### src/rtl/assert_macros.svh
// Assertion macros shared by the queue, back end and top level of the divider.
`ifndef ASSERT_MACROS_SVH
`define ASSERT_MACROS_SVH

// Clocked property check, switched off while reset is held.
`define SDRM_ASSERT(lbl, clk, rst_n, prop, msg) \
    lbl: assert property (@(posedge clk) disable iff (!rst_n) prop) else $error(msg);

// Condition that must never be seen at a clock edge.
`define SDRM_NEVER(lbl, clk, rst_n, cond, msg) \
    `SDRM_ASSERT(lbl, clk, rst_n, !(cond), msg)

`endif

### src/rtl/sdrm_pkg.sv
// Types and constants for the signed divider with rounding kinds.
package sdrm_pkg;

    // Operand width
    localparam int WIDTH = 32;

    // Queue between front and back
    localparam int QDEPTH = 4;
    localparam int QAW    = $clog2(QDEPTH);
    localparam int QCW    = $clog2(QDEPTH + 1);

    // Cycles from an accepted command to its result strobe being sampled
    localparam int LATENCY = WIDTH + 4;

    typedef logic [WIDTH-1:0] t_word;
    typedef logic [WIDTH:0]   t_wide;

    // Rounding kinds (code 3 behaves as toward zero)
    localparam logic [1:0] KIND_TRUNC = 2'd0;
    localparam logic [1:0] KIND_FLOOR = 2'd1;
    localparam logic [1:0] KIND_CEIL  = 2'd2;

    // Status codes
    localparam logic [1:0] ST_OK   = 2'd0;
    localparam logic [1:0] ST_DIV0 = 2'd1;
    localparam logic [1:0] ST_OVF  = 2'd2;

    typedef struct packed {
        logic [1:0]              kind;
        logic signed [WIDTH-1:0] dividend;
        logic signed [WIDTH-1:0] divisor;
    } t_cmd;

    typedef struct packed {
        logic signed [WIDTH-1:0] quotient;
        logic signed [WIDTH-1:0] remainder;
        logic [1:0]              status;
    } t_res;

    // Side information carried alongside the magnitudes
    typedef struct packed {
        logic [1:0] status;
        logic [1:0] kind;
        logic       xneg;
        logic       neg;
        t_word      y;
    } t_meta;

    // Classified item handed from front to back
    typedef struct packed {
        t_meta meta;
        t_word ax;
        t_word ay;
    } t_task;

    // Queue to back-end handshake
    typedef struct packed {
        logic valid;
    } t_qctl;

endpackage

### src/rtl/sdrm_front.sv
// Front end: classifies a command and forms operand magnitudes.
module sdrm_front (
    input  sdrm_pkg::t_cmd  i_cmd,
    output sdrm_pkg::t_task o_task
);

    sdrm_pkg::t_word x;
    sdrm_pkg::t_word y;
    logic            xneg;
    logic            yneg;

    assign x    = sdrm_pkg::t_word'(i_cmd.dividend);
    assign y    = sdrm_pkg::t_word'(i_cmd.divisor);
    assign xneg = x[sdrm_pkg::WIDTH-1];
    assign yneg = y[sdrm_pkg::WIDTH-1];

    // Special cases and magnitudes
    always_comb begin
        o_task.meta.kind = i_cmd.kind;
        o_task.meta.xneg = xneg;
        o_task.meta.neg  = xneg ^ yneg;
        o_task.meta.y    = y;
        if (y == '0) begin
            o_task.meta.status = sdrm_pkg::ST_DIV0;
        end else if ((x == {1'b1, {(sdrm_pkg::WIDTH-1){1'b0}}}) && (y == '1)) begin
            o_task.meta.status = sdrm_pkg::ST_OVF;
        end else begin
            o_task.meta.status = sdrm_pkg::ST_OK;
        end
        o_task.ax = xneg ? (~x + sdrm_pkg::t_word'(1)) : x;
        o_task.ay = yneg ? (~y + sdrm_pkg::t_word'(1)) : y;
    end

endmodule

### config.mk
export PLATFORM = sky130hd
export DESIGN_NAME = sdrm_front
export DESIGN_NICKNAME = d
export VERILOG_FILES = /design/src/rtl/assert_macros.svh /design/src/rtl/sdrm_pkg.sv /design/src/rtl/sdrm_front.sv
export SDC_FILE = /design/constraint.sdc
export NUM_CORES = 1
export LEC_CHECK = 0
export ABC_AREA = 1
export BUFFER_PORTS_ARGS = -buffer_cell sky130_fd_sc_hd__buf_2
export CAP_MARGIN = 20
export CORE_ASPECT_RATIO = 0.75
export CORE_MARGIN = 2
export CORE_UTILIZATION = 45
export DETAILED_ROUTE_END_ITERATION = 7
export PLACE_DENSITY = 0.85
export SLEW_MARGIN = 20
export SYNTH_ARGS = -nofsm -noshare
export SYNTH_HDL_FRONTEND = slang
export SYNTH_SLANG_ARGS = --single-unit
export TNS_END_PERCENT = 1
### constraint.sdc
create_clock -name vclk -period 1.2
set_clock_uncertainty 0.05 [all_clocks]
set_input_delay 0.12 -clock vclk [all_inputs]
set_output_delay 0.12 -clock vclk [all_outputs]
set_load 0.01 [all_outputs]
# Yosys cells after proc, flatten, opt, wreduce, memory -nomap -nowiden
# Cells that the tools add are included.
classes:
  bitwise_logic: 3
  eq_ne: 2
  muxes: 4
  add_sub_neg: 2
  reduce_logical: 2
ops:
  columns: ["cell", "count"]
  rows:
  - ["32-bit by 1-bit adder with 32-bit output (second input constant)", 2]
  - ["32-bit equality test (second input constant)", 2]
  - ["32-bit 2-to-1 mux", 2]
  - ["32-bit inverter", 2]
  - ["32-bit logical NOT", 1]
  - ["2-bit 2-to-1 mux", 2]
  - ["1-bit logical AND", 1]
  - ["1-bit bitwise XOR", 1]
word_totals:
  elab_cells: 13
  reg_bits: 0
  inputBits: 66
  output_inout_bits: 102

# Logic depth before layout (Yosys ltp)
depth:
  depth_word: 4
  mapped_depth: 10
  ltp_nobuf: 10

# Worst setup path after synthesis
# Ideal clock, no wire load.
synth_path:
  path_type: "input to output"
  start: "input port i_cmd[0] in the netlist's numbering"
  end: "output port o_task[14] in the netlist's numbering"
  arrival_ns: 0.999
  path_stages: 6
  path_buffers: 0
  setup_slack_ns: 0.031
  required_ns: 1.030
  path_cell_list: "inv_1 > ha_1 > nand2_1 > o21ai_0 > o21ai_1 > xor2_1"
synth_rtl:
  columns: ["item", "line", "text"]
  rows:
  - ["from (decl)", "sdrm_front.sv:3", "input sdrm_pkg::t_cmd i_cmd,"]
  - ["to (decl)", "sdrm_front.sv:4", "output sdrm_pkg::t_task o_task"]

==> qor.csv <==
metric,value,unit
Hold Path Class,input port to output pin,
YS warnings,0,
final period utilization,1.209,
final setup margin,-0.2514,ns
initial antenna violation count,0,
failing checks,negative setup slack,
Post-synth top cells,"nand2_1, nor2_1, inv_1",
layout cells sized above 1,0.5130,
Final Critical Period,1.451,ns
P_leak,0.002273,µW
Crit Path Category,input port to output pin,
Seq Cell Count,0,
Crit path required time,1.03,ns
GR Overflow Total,0,
Max Freq,689.0,MHz
row cnt,23,
# clk buffers,0,
pwr/cell area,373.1,nW/µm²
number of max-cap violations,0,
Register Area,0,µm²
largest family of logic cells by synthesized area,simple AND/OR/NAND/NOR gates,
remaining antenna violation count,0,
"area leader, netlist",nand2_1,
cells after synthesis,516,
TritonRoute pass-1 iters,7,
Area Overhead vs Synth,73.25,%
placer congestion estimate,0.9712,
GRT Total Usage,0.3438,
overall power,1630,µW
Slew headroom,0.7655,
initial detailed-routing violation count,382,
largest net degree at the start of global routing,18,
core area,5381,µm²
Die W,90.43,µm
Nets,800,
Worst Setup EP,o_task[53],
top-count cell post-synth,nand2_1,
ranking of synthesized cells by area,"nand2_1, nor2_1, buf_4, inv_1, nand3_1",
# IOs,168,
# port buffers,164,
Synth Area in Compound Gates,0.05856,
worst hold path depth,0,
setup violation total in the final timing report,56,
vias in the first global route,3521,
first-pass GRT wire length,17090,µm
WL final,11850,µm
"Seq/Total Area, Yosys",0,
RSZ-0062 raised after global routing,yes,
Syn Nets,585,
chip height,68.82,µm
Initial Utilization,0.4685,
post-synthesis xor/xnor area fraction,0.09727,
Slew @ Worst Pin,0.3517,ns
Syn Std Cell Area,2521,µm²
crit path max fanout,4,
VDD IR max,0.0002456,V
via count,4153,
Residual DRC,0,
Avg WL per Cell,14.74,µm
Adder-Cell Fraction of Synth Area,0.01489,
Fin. Hold Viols,0,
setup_tns,-7.720,ns
top-area cell type share of the netlist area,0.2903,
Critical Path Start,i_cmd[48],
multiplexer share of the synthesized area,0,
Final Slew Violations,0,
antenna cells,0,
"Arr. time, crit path",1.28,ns
routed vias/inst,5.165,
Die ar.,6223,µm²
CP endpoint kind,output pin,
"Distinct cells, synth",24,
startpoint types,input port,
"Avg Cell Area, Syn",4.886,µm²
DP HPWL,9354,µm
post-synthesis simple-gate area fraction,0.6313,
status,"finished, violations left",
stage by stage:
step / hold slack [ns] / util / cell area (µm²) / cells / setup slack [ns]
final: 0.1900 / 0.8117 / 4368 / 804 / -0.2514
after CTS: 0.1901 / 0.7696 / 4141 / 801 / -0.2032
after detailed placement: 0.1901 / 0.7063 / 3801 / 799 / -0.3304
after floorplan: 0.2701 / - / 2521 / 516 / 0.03147
after global routing: 0.1901 / 0.8117 / 4368 / 804 / -0.3216
after global placement: 0.1901 / 0.7063 / 3801 / 799 / -0.2705
layout by cell type (no fill, tap or decap):
| master | synthesis | final |
|---|---|---|
| nor3_1 | 7 | 3 |
| nor2_2 | 17 | 34 |
| nand3b_1 | 9 | 9 |
| nor3_2 | 0 | 4 |
| buf_12 | 0 | 2 |
| nand2_2 | 1 | 18 |
| ha_1 | 3 | 1 |
| buf_6 | 1 | 15 |
| nor2_4 | 11 | 36 |
| a21oi_2 | 0 | 1 |
| nand2_4 | 0 | 3 |
| o21ai_2 | 0 | 5 |
| o21ai_0 | 17 | 11 |
| xnor2_1 | 16 | 14 |
| nand4_1 | 4 | 4 |
| inv_1 | 43 | 38 |
| xor2_1 | 12 | 10 |
| inv_4 | 1 | 5 |
| xor2_2 | 0 | 2 |
| a21oi_1 | 3 | 2 |
| buf_2 | 4 | 146 |
| o21ai_1 | 8 | 9 |
| nand2_1 | 195 | 175 |
| nand3_1 | 28 | 26 |
| buf_4 | 39 | 93 |
| nand3_2 | 0 | 2 |
| inv_2 | 1 | 2 |
| o211ai_1 | 1 | 1 |
| buf_8 | 0 | 2 |
| and3_1 | 1 | 1 |
| ha_4 | 0 | 2 |
| xnor2_2 | 0 | 2 |
| nor2_1 | 93 | 51 |
repair_timing:
item | CTS | global route
setup buffers | 2 | 3
resized for setup | 99 | 61
pin swaps | 33 | 26
hold buffers | 0 | 0
setup endpoints to repair | 58 | 59
power by group:
group / leakage (µW) / total [µW] / switching [µW] / internal, µW
Clock: 0 / 0 / 0 / 0
Combinational: 0.00227 / 1630 / 910 / 720
Sequential: 0 / 0 / 0 / 0
Total: 0.00227 / 1630 / 910 / 720
per-layer routing:
layer  up-vias  GRT usage  wire length (µm)
met3        34    0.06522              1198
met4         0    0.05769               226
met5         -          0                 0
met1      1870     0.4771              5097
met2       252     0.5695              5329
li1       1997          -                 -
how the worst min path moves through the flow:
stage	startpoint	endpoint	slack [ns]
5_1_grt	i_cmd[65]	o_task[99]	0.19
6_report	i_cmd[64]	o_task[98]	0.19
4_1_cts	i_cmd[64]	o_task[98]	0.19
3_3_place_gp	i_cmd[64]	o_task[98]	0.19
2_1_floorplan	i_cmd[13]	o_task[13]	0.27
3_5_place_dp	i_cmd[64]	o_task[98]	0.19
cell families (layout without fill, tap and decap cells):
family                     Yosys count  in the layout
adders and majority gates            3              3
buffers and inverters               90            303
and+or+nand+nor                    366            366
xor gates and xnor gates            28             28
AOI/OAI and AO/OA                   29             29
cell type report:
class	count	area, µm²
tap	75	93.84
multi-input combinational	426	2425
inverter	45	181.4
timing repair buffer	258	1668
fill	405	1013
worst max-delay path, cell delays in order:
cell and delay [ns]:
buf_2 0.13, nor2_1 0.16, nand2_1 0.18, o21ai_0 0.32, nand2_1 0.10, nand2_1 0.07
nand2_1 0.05, buf_2 0.14
No activity file was read; power rests on OpenSTA's default activity.
