--- config.mk ---
export PLATFORM = sky130hd
export DESIGN_NAME = sdrm_queue
export DESIGN_NICKNAME = d
export VERILOG_FILES = /design/src/rtl/sdrm_pkg.sv /design/src/rtl/sdrm_queue.sv
export VERILOG_INCLUDE_DIRS = /design/src /design/src/rtl
export SDC_FILE = /design/constraint.sdc
export NUM_CORES = 1
export LEC_CHECK = 0
export BUFFER_PORTS_ARGS = -buffer_cell sky130_fd_sc_hd__buf_2
export CAP_MARGIN = 20
export CORE_ASPECT_RATIO = 1.2
export CORE_MARGIN = 4
export CORE_UTILIZATION = 50
export CTS_CLUSTER_DIAMETER = 150
export CTS_CLUSTER_SIZE = 10
export DETAILED_ROUTE_END_ITERATION = 10
export GPL_TIMING_DRIVEN = 0
export PLACE_DENSITY_LB_ADDON = 0.05
export SYNTH_ARGS = -nofsm -noshare
export SYNTH_HDL_FRONTEND = slang
export SYNTH_SLANG_ARGS = --single-unit
--- constraint.sdc ---
create_clock -name i_clk -period 4.6 [get_ports i_clk]
set_input_delay 0.92 -clock i_clk [delete_from_list [all_inputs] [get_ports i_clk]]
set_output_delay 0.92 -clock i_clk [all_outputs]
set_load 0.02 [all_outputs]
--- src/rtl/assert_macros.svh ---
// Assertion macros shared by the queue, back end and top level of the divider.
`ifndef ASSERT_MACROS_SVH
`define ASSERT_MACROS_SVH

// Clocked property check, switched off while reset is held.
`define SDRM_ASSERT(lbl, clk, rst_n, prop, msg) \
    lbl: assert property (@(posedge clk) disable iff (!rst_n) prop) else $error(msg);

// Condition that must never be seen at a clock edge.
`define SDRM_NEVER(lbl, clk, rst_n, cond, msg) \
    `SDRM_ASSERT(lbl, clk, rst_n, !(cond), msg)

`endif

--- src/rtl/sdrm_pkg.sv ---
// Types and constants for the signed divider with rounding kinds.
package sdrm_pkg;

    // Operand width
    localparam int WIDTH = 32;

    // Queue between front and back
    localparam int QDEPTH = 4;
    localparam int QAW    = $clog2(QDEPTH);
    localparam int QCW    = $clog2(QDEPTH + 1);

    // Cycles from an accepted command to its result strobe being sampled
    localparam int LATENCY = WIDTH + 4;

    typedef logic [WIDTH-1:0] t_word;
    typedef logic [WIDTH:0]   t_wide;

    // Rounding kinds (code 3 behaves as toward zero)
    localparam logic [1:0] KIND_TRUNC = 2'd0;
    localparam logic [1:0] KIND_FLOOR = 2'd1;
    localparam logic [1:0] KIND_CEIL  = 2'd2;

    // Status codes
    localparam logic [1:0] ST_OK   = 2'd0;
    localparam logic [1:0] ST_DIV0 = 2'd1;
    localparam logic [1:0] ST_OVF  = 2'd2;

    typedef struct packed {
        logic [1:0]              kind;
        logic signed [WIDTH-1:0] dividend;
        logic signed [WIDTH-1:0] divisor;
    } t_cmd;

    typedef struct packed {
        logic signed [WIDTH-1:0] quotient;
        logic signed [WIDTH-1:0] remainder;
        logic [1:0]              status;
    } t_res;

    // Side information carried alongside the magnitudes
    typedef struct packed {
        logic [1:0] status;
        logic [1:0] kind;
        logic       xneg;
        logic       neg;
        t_word      y;
    } t_meta;

    // Classified item handed from front to back
    typedef struct packed {
        t_meta meta;
        t_word ax;
        t_word ay;
    } t_task;

    // Queue to back-end handshake
    typedef struct packed {
        logic valid;
    } t_qctl;

endpackage

--- src/rtl/sdrm_queue.sv ---
// Short queue decoupling the front end from the division pipeline.
`include "assert_macros.svh"

module sdrm_queue (
    input  logic                 i_clk,
    input  logic                 i_rst_n,
    input  logic                 i_push,
    input  sdrm_pkg::t_task      i_task,
    input  logic                 i_pop,
    output sdrm_pkg::t_qctl      o_ctl,
    output sdrm_pkg::t_task      o_task,
    output logic                 o_full
);

    sdrm_pkg::t_task               r_mem [sdrm_pkg::QDEPTH];
    logic [sdrm_pkg::QAW-1:0]      r_wr;
    logic [sdrm_pkg::QAW-1:0]      r_rd;
    logic [sdrm_pkg::QCW-1:0]      r_count;
    logic [sdrm_pkg::QAW-1:0]      n_wr;
    logic [sdrm_pkg::QAW-1:0]      n_rd;
    logic [sdrm_pkg::QCW-1:0]      n_count;
    logic                          push_ok;
    logic                          pop_ok;

    assign o_full      = (r_count == sdrm_pkg::QCW'(sdrm_pkg::QDEPTH));
    assign o_ctl.valid = (r_count != '0);
    assign o_task      = r_mem[r_rd];
    assign push_ok     = i_push && !o_full;
    assign pop_ok      = i_pop && o_ctl.valid;

    // Pointer and fill count update
    always_comb begin
        n_wr    = push_ok ? r_wr + 1'b1 : r_wr;
        n_rd    = pop_ok ? r_rd + 1'b1 : r_rd;
        n_count = r_count;
        if (push_ok && !pop_ok) begin
            n_count = r_count + 1'b1;
        end else if (!push_ok && pop_ok) begin
            n_count = r_count - 1'b1;
        end
    end

    always_ff @(posedge i_clk) begin
        if (!i_rst_n) begin
            r_wr    <= '0;
            r_rd    <= '0;
            r_count <= '0;
        end else begin
            r_wr    <= n_wr;
            r_rd    <= n_rd;
            r_count <= n_count;
        end
    end

    // Storage
    always_ff @(posedge i_clk) begin
        if (push_ok) begin
            r_mem[r_wr] <= i_task;
        end
    end

    `SDRM_NEVER(a_count_bound, i_clk, i_rst_n, r_count > sdrm_pkg::QCW'(sdrm_pkg::QDEPTH), "queue count beyond depth")
    `SDRM_ASSERT(a_count_track, i_clk, i_rst_n, (push_ok && !pop_ok) |=> (r_count == $past(r_count) + 1'b1), "queue count missed a push")

endmodule

-- After elaboration in Yosys (flattened, before gate mapping)
Memories as Yosys holds them, arrays and structs flattened. A register that Yosys moved wholly into a read port is not among the register bits.
Cells that the tools add are included.
- add/subtract/negate cells: 4
- $mul: 0
- div/mod/pow operators: 0
- order comparisons: 0
- equality and inequality tests: 1
- shifts and indexed selects: 0
- multiplexer cells: 6
- bitwise operators: 0
- reductions and logical operators: 9
- operator list (kind ; count):
    $mux 3 ; 2
    $add 2x1->2 const B ; 2
    $logic_and 1x1->1 ; 4
    $mux 2 ; 2
    $add 3x1->3 const B ; 1
    $eq 3x3->1 const B ; 1
    $logic_not 1->1 ; 3
    $reduce_bool 3->1 ; 1
    $sub 3x1->3 const B ; 1
    $mux 1 ; 2
    $reduce_bool 2->1 ; 1
- register bits: 7
- latch bits: 0
- bits in writable memories: 408
- memory bits (read-only): 0
- bits of input ports: 106
- output and inout bits: 104
- word-level logic and storage cells: 24
- memories kept: 1
- memories (memory ; depth ; bits a word ; read ports ; clocked after memory_dff ; write ports ; line ; text):
    r_mem ; 4 ; 102 ; 1 ; 1 ; 1 ; sdrm_queue.sv:15 ; sdrm_pkg::t_task r_mem [sdrm_pkg::QDEPTH];

-- Longest topological paths before layout
Gate-level depths: netlist of run 1.
- depth in word-level cells: 7
- gate-level depth with buffers: 9
- mapped depth without buffers: 8

-- Worst setup path after synthesis of run 1
No wires, ideal clock.
- kind: input to register
- from: in i_push
- to: mem r_mem[0][0] (netlist bit) (enable)
- setup time: 0.473 ns
- data arrival time: 3.569 ns
- data required time: 4.127 ns
- setup slack: 0.558 ns
- cell stages on the path: 3
- path buffers: 1
- cells stage by stage: nor2b_1 buf_2 and2_1
- cells in the longest elaborated chain, start to end: 3
- ends and longest elaborated chain (item ; line ; text):
    start: declaration ; sdrm_queue.sv:7 ; input logic i_push,
    $logic_and 1x1->1 ; sdrm_queue.sv:28 ; assign push_ok = i_push && !o_full;
    via push_ok ; sdrm_queue.sv:22 ; logic push_ok;
    $mux 1 ; sdrm_queue.sv:57 ; if (push_ok) begin
    $mux 1 (implied by the code) ; sdrm_queue.sv:58 ; r_mem[r_wr] <= i_task;
    end: declaration ; sdrm_queue.sv:15 ;
The timed path passes the listed nets, and every way through them passes these cells.

==> key figures, run 1 <==
Yosys
  • Post-synthesis cell count: 580
  • Ys async rst share: 0%
  • Synth top area share: 80.7%
  • Syn nets: 692
  • Cell taking the most area after synthesis: edfxtp_1
  • Top post-synthesis cells by area: edfxtp_1 (81%), mux4_2 (15%), dfxtp_1 (1.2%), buf_6 (0.67%), ha_1 (0.41%)
  • Post-synth EDFFs: 408
  • #FFs+latches synth: 417
  • Avg Cell Area, Syn: 26.2 sq um
  • Top FF cell, synth: edfxtp_1
  • Register area share after synthesis: 81.9%
  • Synth warnings: 0
  • Unique cell type count in the Yosys netlist: 21
  • Mapped Area: 15200 sq um

Clock network
  • Max Buffers Root-to-Sink: 3
  • Max H-tree Level: 2
  • Clk slew on worst S/H paths: 0.05 ns
  • Postcts setup bufs: 0
  • Post-CTS sizing: 0
  • Clock Sinks: 417
  • Clock root cell: clkbuf_16
  • Clock insertion delay at the later pin of the skew report: 0.54 ns
  • Num CTS Buffers: 47
  • Post-CTS Hold Fix Bufs: 0
  • CTS tree: yes

Drt
  • Pre-Repair DR Iteration Count: 6
  • Initial drt markers: 458
  • DRC viols: 0
  • Post-DRT Antenna Nets: 0
  • DR vias/cell: 5.49
  • Routed len/inst: 22.2 um
  • WL final: 27900 um
  • Via count: 6893

Global routing
  • First-pass GRT wire length: 42900 um
  • Total track usage: 17.0%
  • GRT overflow: 0
  • Largest net degree at the start of global routing: 54
  • Antenna violations before repair: 6
  • Vias in the first global route: 7529

Place
  • Port Buffers: 208
  • Placer Congestion: 0.735
  • Pre-CTS setup slack: 1.65 ns
  • HPWL reported at the end of detailed placement: 17200 um

STA
  • Final period utilization: 73.7%
  • Final Critical Period: 3.39 ns
  • Hold Vio Cnt, Final: 0
  • FMAX: 295 MHz
  • RSZ-0062 raised after global routing: no
  • Max-Slew Margin vs Limit: 45.4%
  • Post-layout worst setup margin: 1.21 ns
  • Final Setup Violations: 0
  • Measured slew at the worst slew-check pin: 0.820 ns
  • Slew Limit Fails: 0
  • Clock Skews: 0.0164 ns

Final layout
  • Filler Cell Count: 2154
  • Final core utilization: 61.1%
  • P&R area growth vs syn: 19.9%
  • Register Area: 12400 sq um
  • Nets@finish: 956
  • Multi-input combinational cell area: 2580 sq um
  • Share of layout cells above drive strength 1: 45.3%

Min path
  • Type of the most critical hold path: reg2reg

Status
  • Status: finished clean

Power and ir drop
  • Design Power: 10.6 mW
  • Max VDD drop: 0.376 mV
  • Leakage: 6.12 nW
  • Pwr dens: 583 nW/um^2

Floorplan
  • Die Wd: 167 um
  • Die area: 33200 sq um
  • # IOs: 210
  • Rows: 69
  • Die Y: 199 um
  • Core area: 29800 sq um
  • Initial cell density of the core: 51.0%

Critical path
  • Worst setup EP type: primary output
  • Worst Path Required: 3.68 ns
  • CP startpoint kind: register
  • Crit Path Class: reg2out
  • Worst Path Arrival: 2.47 ns
  • Peak fanout along the critical path: 10

Run
  • Max_cap viols: 0
[cells in the mapped netlist (2+ instances only)]
cell type,number
and2_1,8
buf_2,11
buf_6,9
clkbuf_1,4
dfxtp_1,9
edfxtp_1,408
ha_1,5
inv_1,3
mux2i_1,3
mux4_2,102
nand2_1,4
nor2b_1,2
or3_1,2
xnor2_1,3
[power breakdown]
group	switching [mW]	leakage, nW	internal (mW)	total [mW]
clock network	1.28	0.629	1.92	3.20
logic	1.55	1.68	1.16	2.71
registers	0.0974	3.81	4.61	4.71
total	2.93	6.12	7.69	10.6
[final timing paths]
| kind | from | endpoint | slack (ns) | cells after the start |
|---|---|---|---|---|
| worst max-delay path | register | o_task[16] | 1.21 | 4 |
| worst min-delay path | r_wr[0]$_SDFFE_PN0P_ | r_wr[0]$_SDFFE_PN0P_ | 0.50 | 2 |
| worst max register to register | r_count[0]$_SDFFE_PN0P_ | r_mem[0][10]$_DFFE_PP_ | 2.26 | 5 |
| worst min register to register | r_wr[0]$_SDFFE_PN0P_ | r_wr[0]$_SDFFE_PN0P_ | 0.50 | 2 |
[worst max-delay path, cell delays in order (launching register included)]
cell	delay [ns]
dfxtp_1	0.35
clkbuf_1	0.61
buf_2	0.42
mux4_2	0.35
buf_2	0.19
[layer usage]
layer	vias to the layer above	global-route usage, %	wire, um
met1	3589	20.8	10500
met5	-	0	42
met4	8	5.12	648
met2	211	29.7	14700
li1	3027	-	-
met3	58	4.99	1940
[area by class of cell]
cell class / instances / area share [%]
Sequential cell: 417 / 68.3
Multi-Input combinational cell: 136 / 14.2
Clock buffer: 67 / 7.11
Timing Repair Buffer: 215 / 6.65
Tap cell: 390 / 2.68
Buffer: 24 / 0.942
Inverter: 3 / 0.0619
Antenna cell: 3 / 0.0412
Clock inverter: 1 / 0.0275
[cell families after synthesis]
| family | synth area share (%) |
|---|---|
| compound gates | 0.190 |
| xor+xnor | 0.231 |
| fa+ha+maj | 0.544 |
| buf+inv | 1.20 |
| flops | 81.9 |
| mux | 15.3 |
| simple gates | 0.643 |
[registers in the layout, indices dropped and copies added (netlist names), named ones only]
register  count
r_wr          2
r_count       3
r_rd          2
r_mem       408
[layout by cell type (no fill, tap or decap), types with 2 or more instances in the layout]
cell,netlist,final
nand2_1,4,4
diode_2,0,3
mux2i_1,3,3
clkbuf_1,4,22
and2_4,0,4
or3_1,2,2
xnor2_1,3,3
buf_16,0,4
dfxtp_1,9,9
buf_6,9,9
and2_1,8,4
buf_12,0,3
inv_1,3,3
buf_2,11,219
ha_1,5,5
clkbuf_16,0,49
mux4_2,102,102
nor2b_1,2,2
edfxtp_1,408,408
[stage by stage]
stage	area [sq um]	std cells	setup TNS (ns)	hold slack, ns
floorplan	15200	580	0	0.468
global placement	16700	1178	-559.54	0.474
detailed placement	16900	1185	0	0.492
CTS	18200	1253	0	0.499
global route	18200	1255	0	0.528
finish	18200	1256	0	0.500
(Power assumes the default switching activity.)
==> run 2: changes to the inputs <==
--- a/config.mk
+++ b/config.mk
@@ -6,6 +6,7 @@
 export SDC_FILE = /design/constraint.sdc
 export NUM_CORES = 1
 export LEC_CHECK = 0
+export ABC_AREA = 1
 export BUFFER_PORTS_ARGS = -buffer_cell sky130_fd_sc_hd__buf_2
 export CAP_MARGIN = 20
 export CORE_ASPECT_RATIO = 1.2
==> constraint.sdc (replaced) <==
create_clock -name i_clk -period 3.2 [get_ports i_clk]
set_input_delay 0.64 -clock i_clk [delete_from_list [all_inputs] [get_ports i_clk]]
set_output_delay 0.64 -clock i_clk [all_outputs]
set_load 0.02 [all_outputs]
==> key figures, run 2 <==
Final layout
  • Post-route cell area: 18700 sq um (+3.0%)
  • Post-Layout Cell Count: 1738 (+38%)
  • Max reg flops: 408 (unchanged)
  • Largest registers: r_mem (408), r_count (3)
  • Commonest non-fill, non-tap cell in the layout: edfxtp_1
  • Share of layout cells above drive strength 1: 23.7% (-22 points)
  • Largest register by flop count: r_mem
  • Nets@finish: 1441 (+51%)
  • Commonest non-fill, non-tap cells in the layout: edfxtp_1 (408), buf_2 (222), nor2_1 (214), o21ai_0 (145), o22ai_1 (102)
  • P&R area growth vs syn: 20.5%

Critical path
  • Crit Path Class: reg2out
  • Worst Path Required: 2.56 ns (-1.12 ns)
  • Buf/Inv on CP: 3 (unchanged)
  • CP max stage cell: clkbuf_1
  • Sequence of cells on the critical path: buf_2, clkbuf_1, o21ai_0, o22ai_1, buf_2
  • CP startpoint kind: register
  • Cell repeated most along the worst path: buf_2
  • Peak fanout along the critical path: 10 (unchanged)
  • Slowest Stage Delay on Critical Path: 0.44 ns (-0.17 ns)
  • Worst Path Arrival: 2.37 ns (-0.10 ns)
  • Worst setup EP type: primary output
  • CP top delay family: buffers and inverters

Yosys
  • Synth top area share: 78.7% (-2.0 points)
  • Post-synth EDFFs: 408 (unchanged)
  • Mapped Area: 15600 sq um (+2.5%)
  • Syn nets: 1167 (+69%)
  • Cell taking the most area after synthesis: edfxtp_1
  • Register area share after synthesis: 79.9% (-2.0 points)
  • Commonest cells post-synth: edfxtp_1 (408), nor2_1 (218), o21ai_0 (145)
  • Top post-synthesis cells by area: edfxtp_1 (79%), nor2_1 (5.3%), o21ai_0 (4.7%), o22ai_1 (4.1%), o21ai_1 (1.9%)
  • Avg Cell Area, Syn: 14.8 sq um (-44%)
  • Synth warnings: 0 (unchanged)
  • Count leader, synth: edfxtp_1
  • Ys async rst share: 0% (unchanged)
  • Top FF cell, synth: edfxtp_1
  • #FFs+latches synth: 417 (unchanged)
  • Unique cell type count in the Yosys netlist: 20 (-4.8%)
  • Post-synthesis cell count: 1055 (+82%)

STA
  • FMAX: 333 MHz
  • Hold Vio Cnt, Final: 0 (unchanged)
  • Hold slack: 0.315 ns (-0.185 ns)
  • Setup TNS: 0 ns (unchanged)
  • Slew Limit Fails: 0 (unchanged)
  • Final Critical Period: 3.01 ns
  • Max-Slew Margin vs Limit: 51.7% (+6.4 points)
  • Final Setup Violations: 0 (unchanged)
  • RSZ-0062 raised after global routing: no
  • Final period utilization: 94.0%
  • Measured slew at the worst slew-check pin: 0.722 ns (-0.0975 ns)
  • Clock Skews: 0.0118 ns (-0.00458 ns)

Min path
  • Type of the most critical hold path: in2reg

Power and ir drop
  • Leakage: 6.62 nW (+8.1%)
  • Pwr dens: 836 nW/um^2 (+43%)
  • Max VDD drop: 0.541 mV (+44%)
  • Pint: 10.7 mW (+39%)
  • Sw Share: 31.9% (+4.3 points)
  • Design Power: 15.7 mW (+48%)
  • Clk pwr share: 29.0% (-1.1 points)
  • Sequential power share: 43.2% (-1.2 points)
  • Sw Pwr: 4.99 mW (+71%)
  • Combinational share of power: 27.8% (+2.3 points)

Global routing
  • Antenna violations before repair: 8 (+2)
  • Total track usage: 20.6% (+3.6 points)
  • First-pass GRT wire length: 53800 um (+26%)
  • Largest net degree at the start of global routing: 29 (-46%)
  • GRT overflow: 0 (unchanged)
  • Vias in the first global route: 9578 (+27%)

Floorplan
  • Rows: 70 (+1.4%)
  • Die Wd: 169 um (+1.2%)
  • Die Y: 201 um (+1.2%)
  • Core area: 30600 sq um (+2.6%)
  • Initial cell density of the core: 50.9% (-0.072 points)
  • Die area: 34000 sq um (+2.4%)
  • # IOs: 210 (unchanged)

Run
  • Max_cap viols: 0 (unchanged)

Place
  • Placer Congestion: 0.710 (-3.4%)
  • Port Buffers: 209 (+0.48%)
  • Post-Place Cells: 1676 (+41%)
  • HPWL reported at the end of detailed placement: 22600 um (+31%)
  • Placed Area: 17500 sq um (+3.4%)

Clock network
  • Postcts setup bufs: 0 (unchanged)
  • Num CTS Buffers: 47 (unchanged)
  • Clock insertion delay at the later pin of the skew report: 0.53 ns (about the same)
  • Max Buffers Root-to-Sink: 3 (unchanged)
  • CTS tree: yes
  • Max H-tree Level: 2 (unchanged)
  • Clock Sinks: 417 (unchanged)
  • Post-CTS Hold Fix Bufs: 0 (unchanged)
  • Post-CTS sizing: 0 (unchanged)
  • Clk slew on worst S/H paths: 0.06 ns (about the same)
  • Clock root cell: clkbuf_16

Drt
  • Post-DRT Antenna Nets: 0 (unchanged)
  • WL final: 35900 um (+29%)
  • Initial drt markers: 731 (+60%)
  • Pre-Repair DR Iteration Count: 5 (-1)
  • Via count: 9425 (+37%)
  • Routed len/inst: 20.7 um (-7.0%)
  • DRC viols: 0 (unchanged)
  • DR vias/cell: 5.42 (-1.2%)

Status
  • Status: finished clean
==> run 2: cell count changes in the layout (fill, tap and decap cells not counted), moves of 10 or more <==
cell / previous run / this run
o22ai_1: 0 / 102
buf_12: 3 / 13
mux4_2: 102 / 0
o21ai_1: 0 / 60
clkbuf_1: 22 / 37
nor2_1: 0 / 214
nand2_1: 4 / 15
inv_1: 3 / 16
o21ai_0: 1 / 145
==> run 2: layer usage <==
layer | wire [um] | track usage, % | up-vias | share of wire (%)
met5 | 76 | 0 | - | 0.21
met4 | 722 | 5.38 | 12 | 2.0
met3 | 2510 | 5.07 | 60 | 7.0
met2 | 18300 | 35.9 | 279 | 51
met1 | 14200 | 25.9 | 4569 | 40
li1 | - | - | 4505 | -
==> run 2: kinds of logic after synthesis <==
logic type,Yosys count,synth area share (%)
buffers and inverters,83,2.94
DFF,417,79.9
and+or+nand+nor,238,5.80
xor gates and xnor gates,1,0.0563
AOI/OAI and AO/OA,310,10.8
adders and majority gates,6,0.531
==> run 2: power groups by stage <==
stage | Combinational, mW | Sequential (mW) | Clock (mW)
3_5_place_dp | 4.43 | 6.88 | 0
4_1_cts | 4.44 | 6.77 | 4.65
2_1_floorplan | 2.64 | 6.90 | 0
6_report | 4.36 | 6.77 | 4.54
3_3_place_gp | 4.24 | 6.97 | 0
5_1_grt | 4.75 | 6.81 | 4.86
==> run 2: worst paths after layout <==
path	to	start	cells past startpoint	slack, ns
setup / recovery	o_task[11]	register	5	0.19
hold / removal	r_mem[1][4]$_DFFE_PP_	i_task[4]	1	0.32
setup reg to reg	r_mem[3][55]$_DFFE_PP_	r_count[0]$_SDFFE_PN0P_	6	0.87
hold reg to reg	register	r_rd[0]$_SDFFE_PN0P_	2	0.51
==> run 2: layout make-up <==
type | instances | area [sq um]
Inverter | 17 | 66.3
Multi-Input combinational cell | 555 | 2700
Clock inverter | 1 | 5.00
Sequential cell | 417 | 12400
Buffer | 66 | 393
Timing Repair Buffer | 225 | 1390
Antenna cell | 4 | 10.0
Fill cell | 2318 | 11800
Tap cell | 396 | 495
Clock buffer | 57 | 1260
==> run 2: through the flow <==
| stage | worst slack [ns] | utilization (%) |
|---|---|---|
| final | 0.193 | 61.3 |
| after global routing | 0.00277 | 61.3 |
| after CTS | 0.129 | 61.3 |
| after detailed placement | 0.666 | 57.2 |
| after global placement | -3.05 | 56.0 |
| after floorplan | -0.685 | - |
==> run 3: changes to the inputs <==
--- a/config.mk
+++ b/config.mk
@@ -10,7 +10,6 @@
 export BUFFER_PORTS_ARGS = -buffer_cell sky130_fd_sc_hd__buf_2
 export CAP_MARGIN = 20
 export CORE_ASPECT_RATIO = 1.2
-export CORE_MARGIN = 4
 export CORE_UTILIZATION = 50
 export CTS_CLUSTER_DIAMETER = 150
 export CTS_CLUSTER_SIZE = 10
==> key figures, run 3 (synthesized netlist as in run 2, its figures left out) <==
Place
  • Pre-CTS setup slack: 0.488 ns (-0.179 ns)
  • Placer Congestion: 0.742 (+4.6%)
  • HPWL reported at the end of detailed placement: 21600 um (-4.4%)
  • Post-Place Cells: 1676 (unchanged)
  • Port Buffers: 209 (unchanged)

Run
  • Max_cap viols: 0 (unchanged)

Drt
  • Pre-Repair DR Iteration Count: 5 (unchanged)
  • Initial drt markers: 742 (+1.5%)
  • Post-DRT Antenna Nets: 0 (unchanged)
  • Routed len/inst: 20.2 um (-2.4%)
  • DRC viols: 0 (unchanged)
  • Via count: 9549 (+1.3%)
  • DR vias/cell: 5.49 (+1.3%)
  • WL final: 35100 um (-2.3%)

Critical path
  • Reg2reg start: r_count[0]$_SDFFE_PN0P_
  • Peak fanout along the critical path: 10 (unchanged)
  • CP startpoint kind: register
  • R2r setup slk: 0.65 ns (-0.22 ns)
  • Worst setup EP type: primary output
  • Reg2Reg Depth: 6 (unchanged)
  • Cell repeated most along the worst path: buf_2
  • Sequence of cells on the critical path: buf_2, clkbuf_1, o21ai_0, o22ai_1, buf_2
  • Crit Path Class: reg2out
  • R2r endpoint: r_mem[1][53]$_DFFE_PP_
  • Slowest Stage Delay on Critical Path: 0.42 ns (-0.02 ns)
  • CP max stage cell: clkbuf_1
  • Worst Path Arrival: 2.37 ns (about the same)
  • Worst Path Required: 2.56 ns (about the same)

Clock network
  • Post-CTS sizing: 0 (unchanged)
  • Postcts setup bufs: 0 (unchanged)
  • Clk slew on worst S/H paths: 0.05 ns (about the same)
  • Post-CTS Hold Fix Bufs: 0 (unchanged)
  • Clock insertion delay at the later pin of the skew report: 0.54 ns (about the same)
  • Clock root cell: clkbuf_16
  • Num CTS Buffers: 47 (unchanged)
  • Clock Sinks: 417 (unchanged)
  • Max Buffers Root-to-Sink: 3 (unchanged)
  • CTS tree: yes
  • Max H-tree Level: 2 (unchanged)

Global routing
  • Vias in the first global route: 9433 (-1.5%)
  • Total track usage: 22.0% (+1.4 points)
  • Largest net degree at the start of global routing: 29 (unchanged)
  • GRT overflow: 0 (unchanged)
  • Antenna violations before repair: 5 (-3)
  • First-pass GRT wire length: 52200 um (-3.0%)

Final layout
  • Nets@finish: 1441 (unchanged)
  • Max reg flops: 408 (unchanged)
  • Post-Layout Cell Count: 1739 (+0.058%)
  • Final core utilization: 61.4% (about the same)
  • Largest register by flop count: r_mem
  • P&R area growth vs syn: 20.5% (about the same)
  • Commonest non-fill, non-tap cell in the layout: edfxtp_1
  • Commonest non-fill, non-tap cells in the layout: edfxtp_1 (408), buf_2 (222), nor2_1 (214), o21ai_0 (145), o22ai_1 (102)
  • Largest registers: r_mem (408), r_count (3)
  • Share of layout cells above drive strength 1: 23.6% (-0.075 points)

Floorplan
  • Rows: 70 (unchanged)
  • Die area: 31800 sq um (-6.4%)
  • Die Y: 195 um (-3.0%)
  • Core area: 30600 sq um (unchanged)
  • # IOs: 210 (unchanged)
  • Die Wd: 163 um (-3.5%)
  • Initial cell density of the core: 50.9% (unchanged)

STA
  • Final Setup Violations: 0 (unchanged)
  • Max-Slew Margin vs Limit: 35.8% (-16 points)
  • FMAX: 332 MHz (-0.25%)
  • Measured slew at the worst slew-check pin: 0.961 ns (+0.239 ns)
  • Clock Skews: 0.0169 ns (+0.00511 ns)
  • Final Critical Period: 3.01 ns (+0.00763 ns)
  • Post-layout worst setup margin: 0.186 ns (-0.00763 ns)
  • Final period utilization: 94.2% (+0.24 points)
  • Slew Limit Fails: 0 (unchanged)
  • RSZ-0062 raised after global routing: no
  • Hold slack: 0.308 ns (-0.00717 ns)
  • Hold Vio Cnt, Final: 0 (unchanged)

Power and ir drop
  • Combinational share of power: 27.8% (about the same)
  • Max VDD drop: 0.531 mV (-1.8%)
  • Pint: 10.7 mW (+0.10%)
  • Sw Share: 31.9% (+0.085 points)
  • Clk pwr share: 29.1% (about the same)
  • Leakage: 6.62 nW (about the same)
  • Design Power: 15.7 mW (+0.23%)
  • Sw Pwr: 5.02 mW (+0.50%)
  • Sequential power share: 43.1% (about the same)
  • Pwr dens: 837 nW/um^2 (+0.18%)

Min path
  • Hold endpoint: r_mem[2][7]$_DFFE_PP_
  • Worst Hold Path Cells: 1 (unchanged)
  • Min-Delay Startpoint: i_task[7]
  • Type of the most critical hold path: in2reg

Status
  • Status: finished clean
-- run 3: cell type report --
| cell class | instances | area [sq um] |
|---|---|---|
| flip-flops and latches | 417 | 12400 |
| fillers | 2332 | 11800 |
| multi-input cells | 555 | 2700 |
| repair buffers | 225 | 1400 |
| clock buffers | 57 | 1260 |
| well taps | 396 | 495 |
| plain buffers | 66 | 392 |
| inverters | 17 | 66.3 |
| diodes | 5 | 12.5 |
| clock inverters | 1 | 5.00 |
-- run 3: worst max-delay path by stage --
stage | startpoint | to | slack [ns]
after floorplan | i_push | r_mem[0][0]$_DFFE_PP_ | -0.69
after global placement | i_push | r_mem[0][55]$_DFFE_PP_ | -3.04
after detailed placement | i_push | r_mem[1][51]$_DFFE_PP_ | 0.49
after CTS | register | o_task[34] | 0.1
after global routing | register | o_task[86] | 0.06
final | register | o_task[34] | 0.19
-- run 3: power groups by stage --
stage               Clock (mW)  Sequential (mW)  Combinational, mW
floorplan                    0             6.90               2.64
global placement             0             6.97               4.22
detailed placement           0             6.88               4.41
CTS                       4.66             6.77               4.43
global route              4.85             6.81               4.71
finish                    4.57             6.77               4.37
-- run 3: metal layers --
metal,part of all wire [%],vias to the layer above,GRT usage (%)
li1,-,4506,-
met1,41,4709,27.8
met2,50,270,37.4
met3,6.6,58,5.29
met4,2.1,6,6.89
met5,0.091,-,0
-- run 3: worst max-delay path, delay by kind of cell (launching register included) --
family	cells	cell delay [ns]
buffers and inverters	3	0.98
DFF	1	0.35
AOI/OAI and AO/OA	2	0.48
-- run 3: metrics by stage --
step                setup TNS, ns  area [sq um]
global placement         -1201.37         17100
finish                          0         18800
floorplan                 -279.62         15600
global route                    0         18800
detailed placement              0         17500
CTS                             0         18700
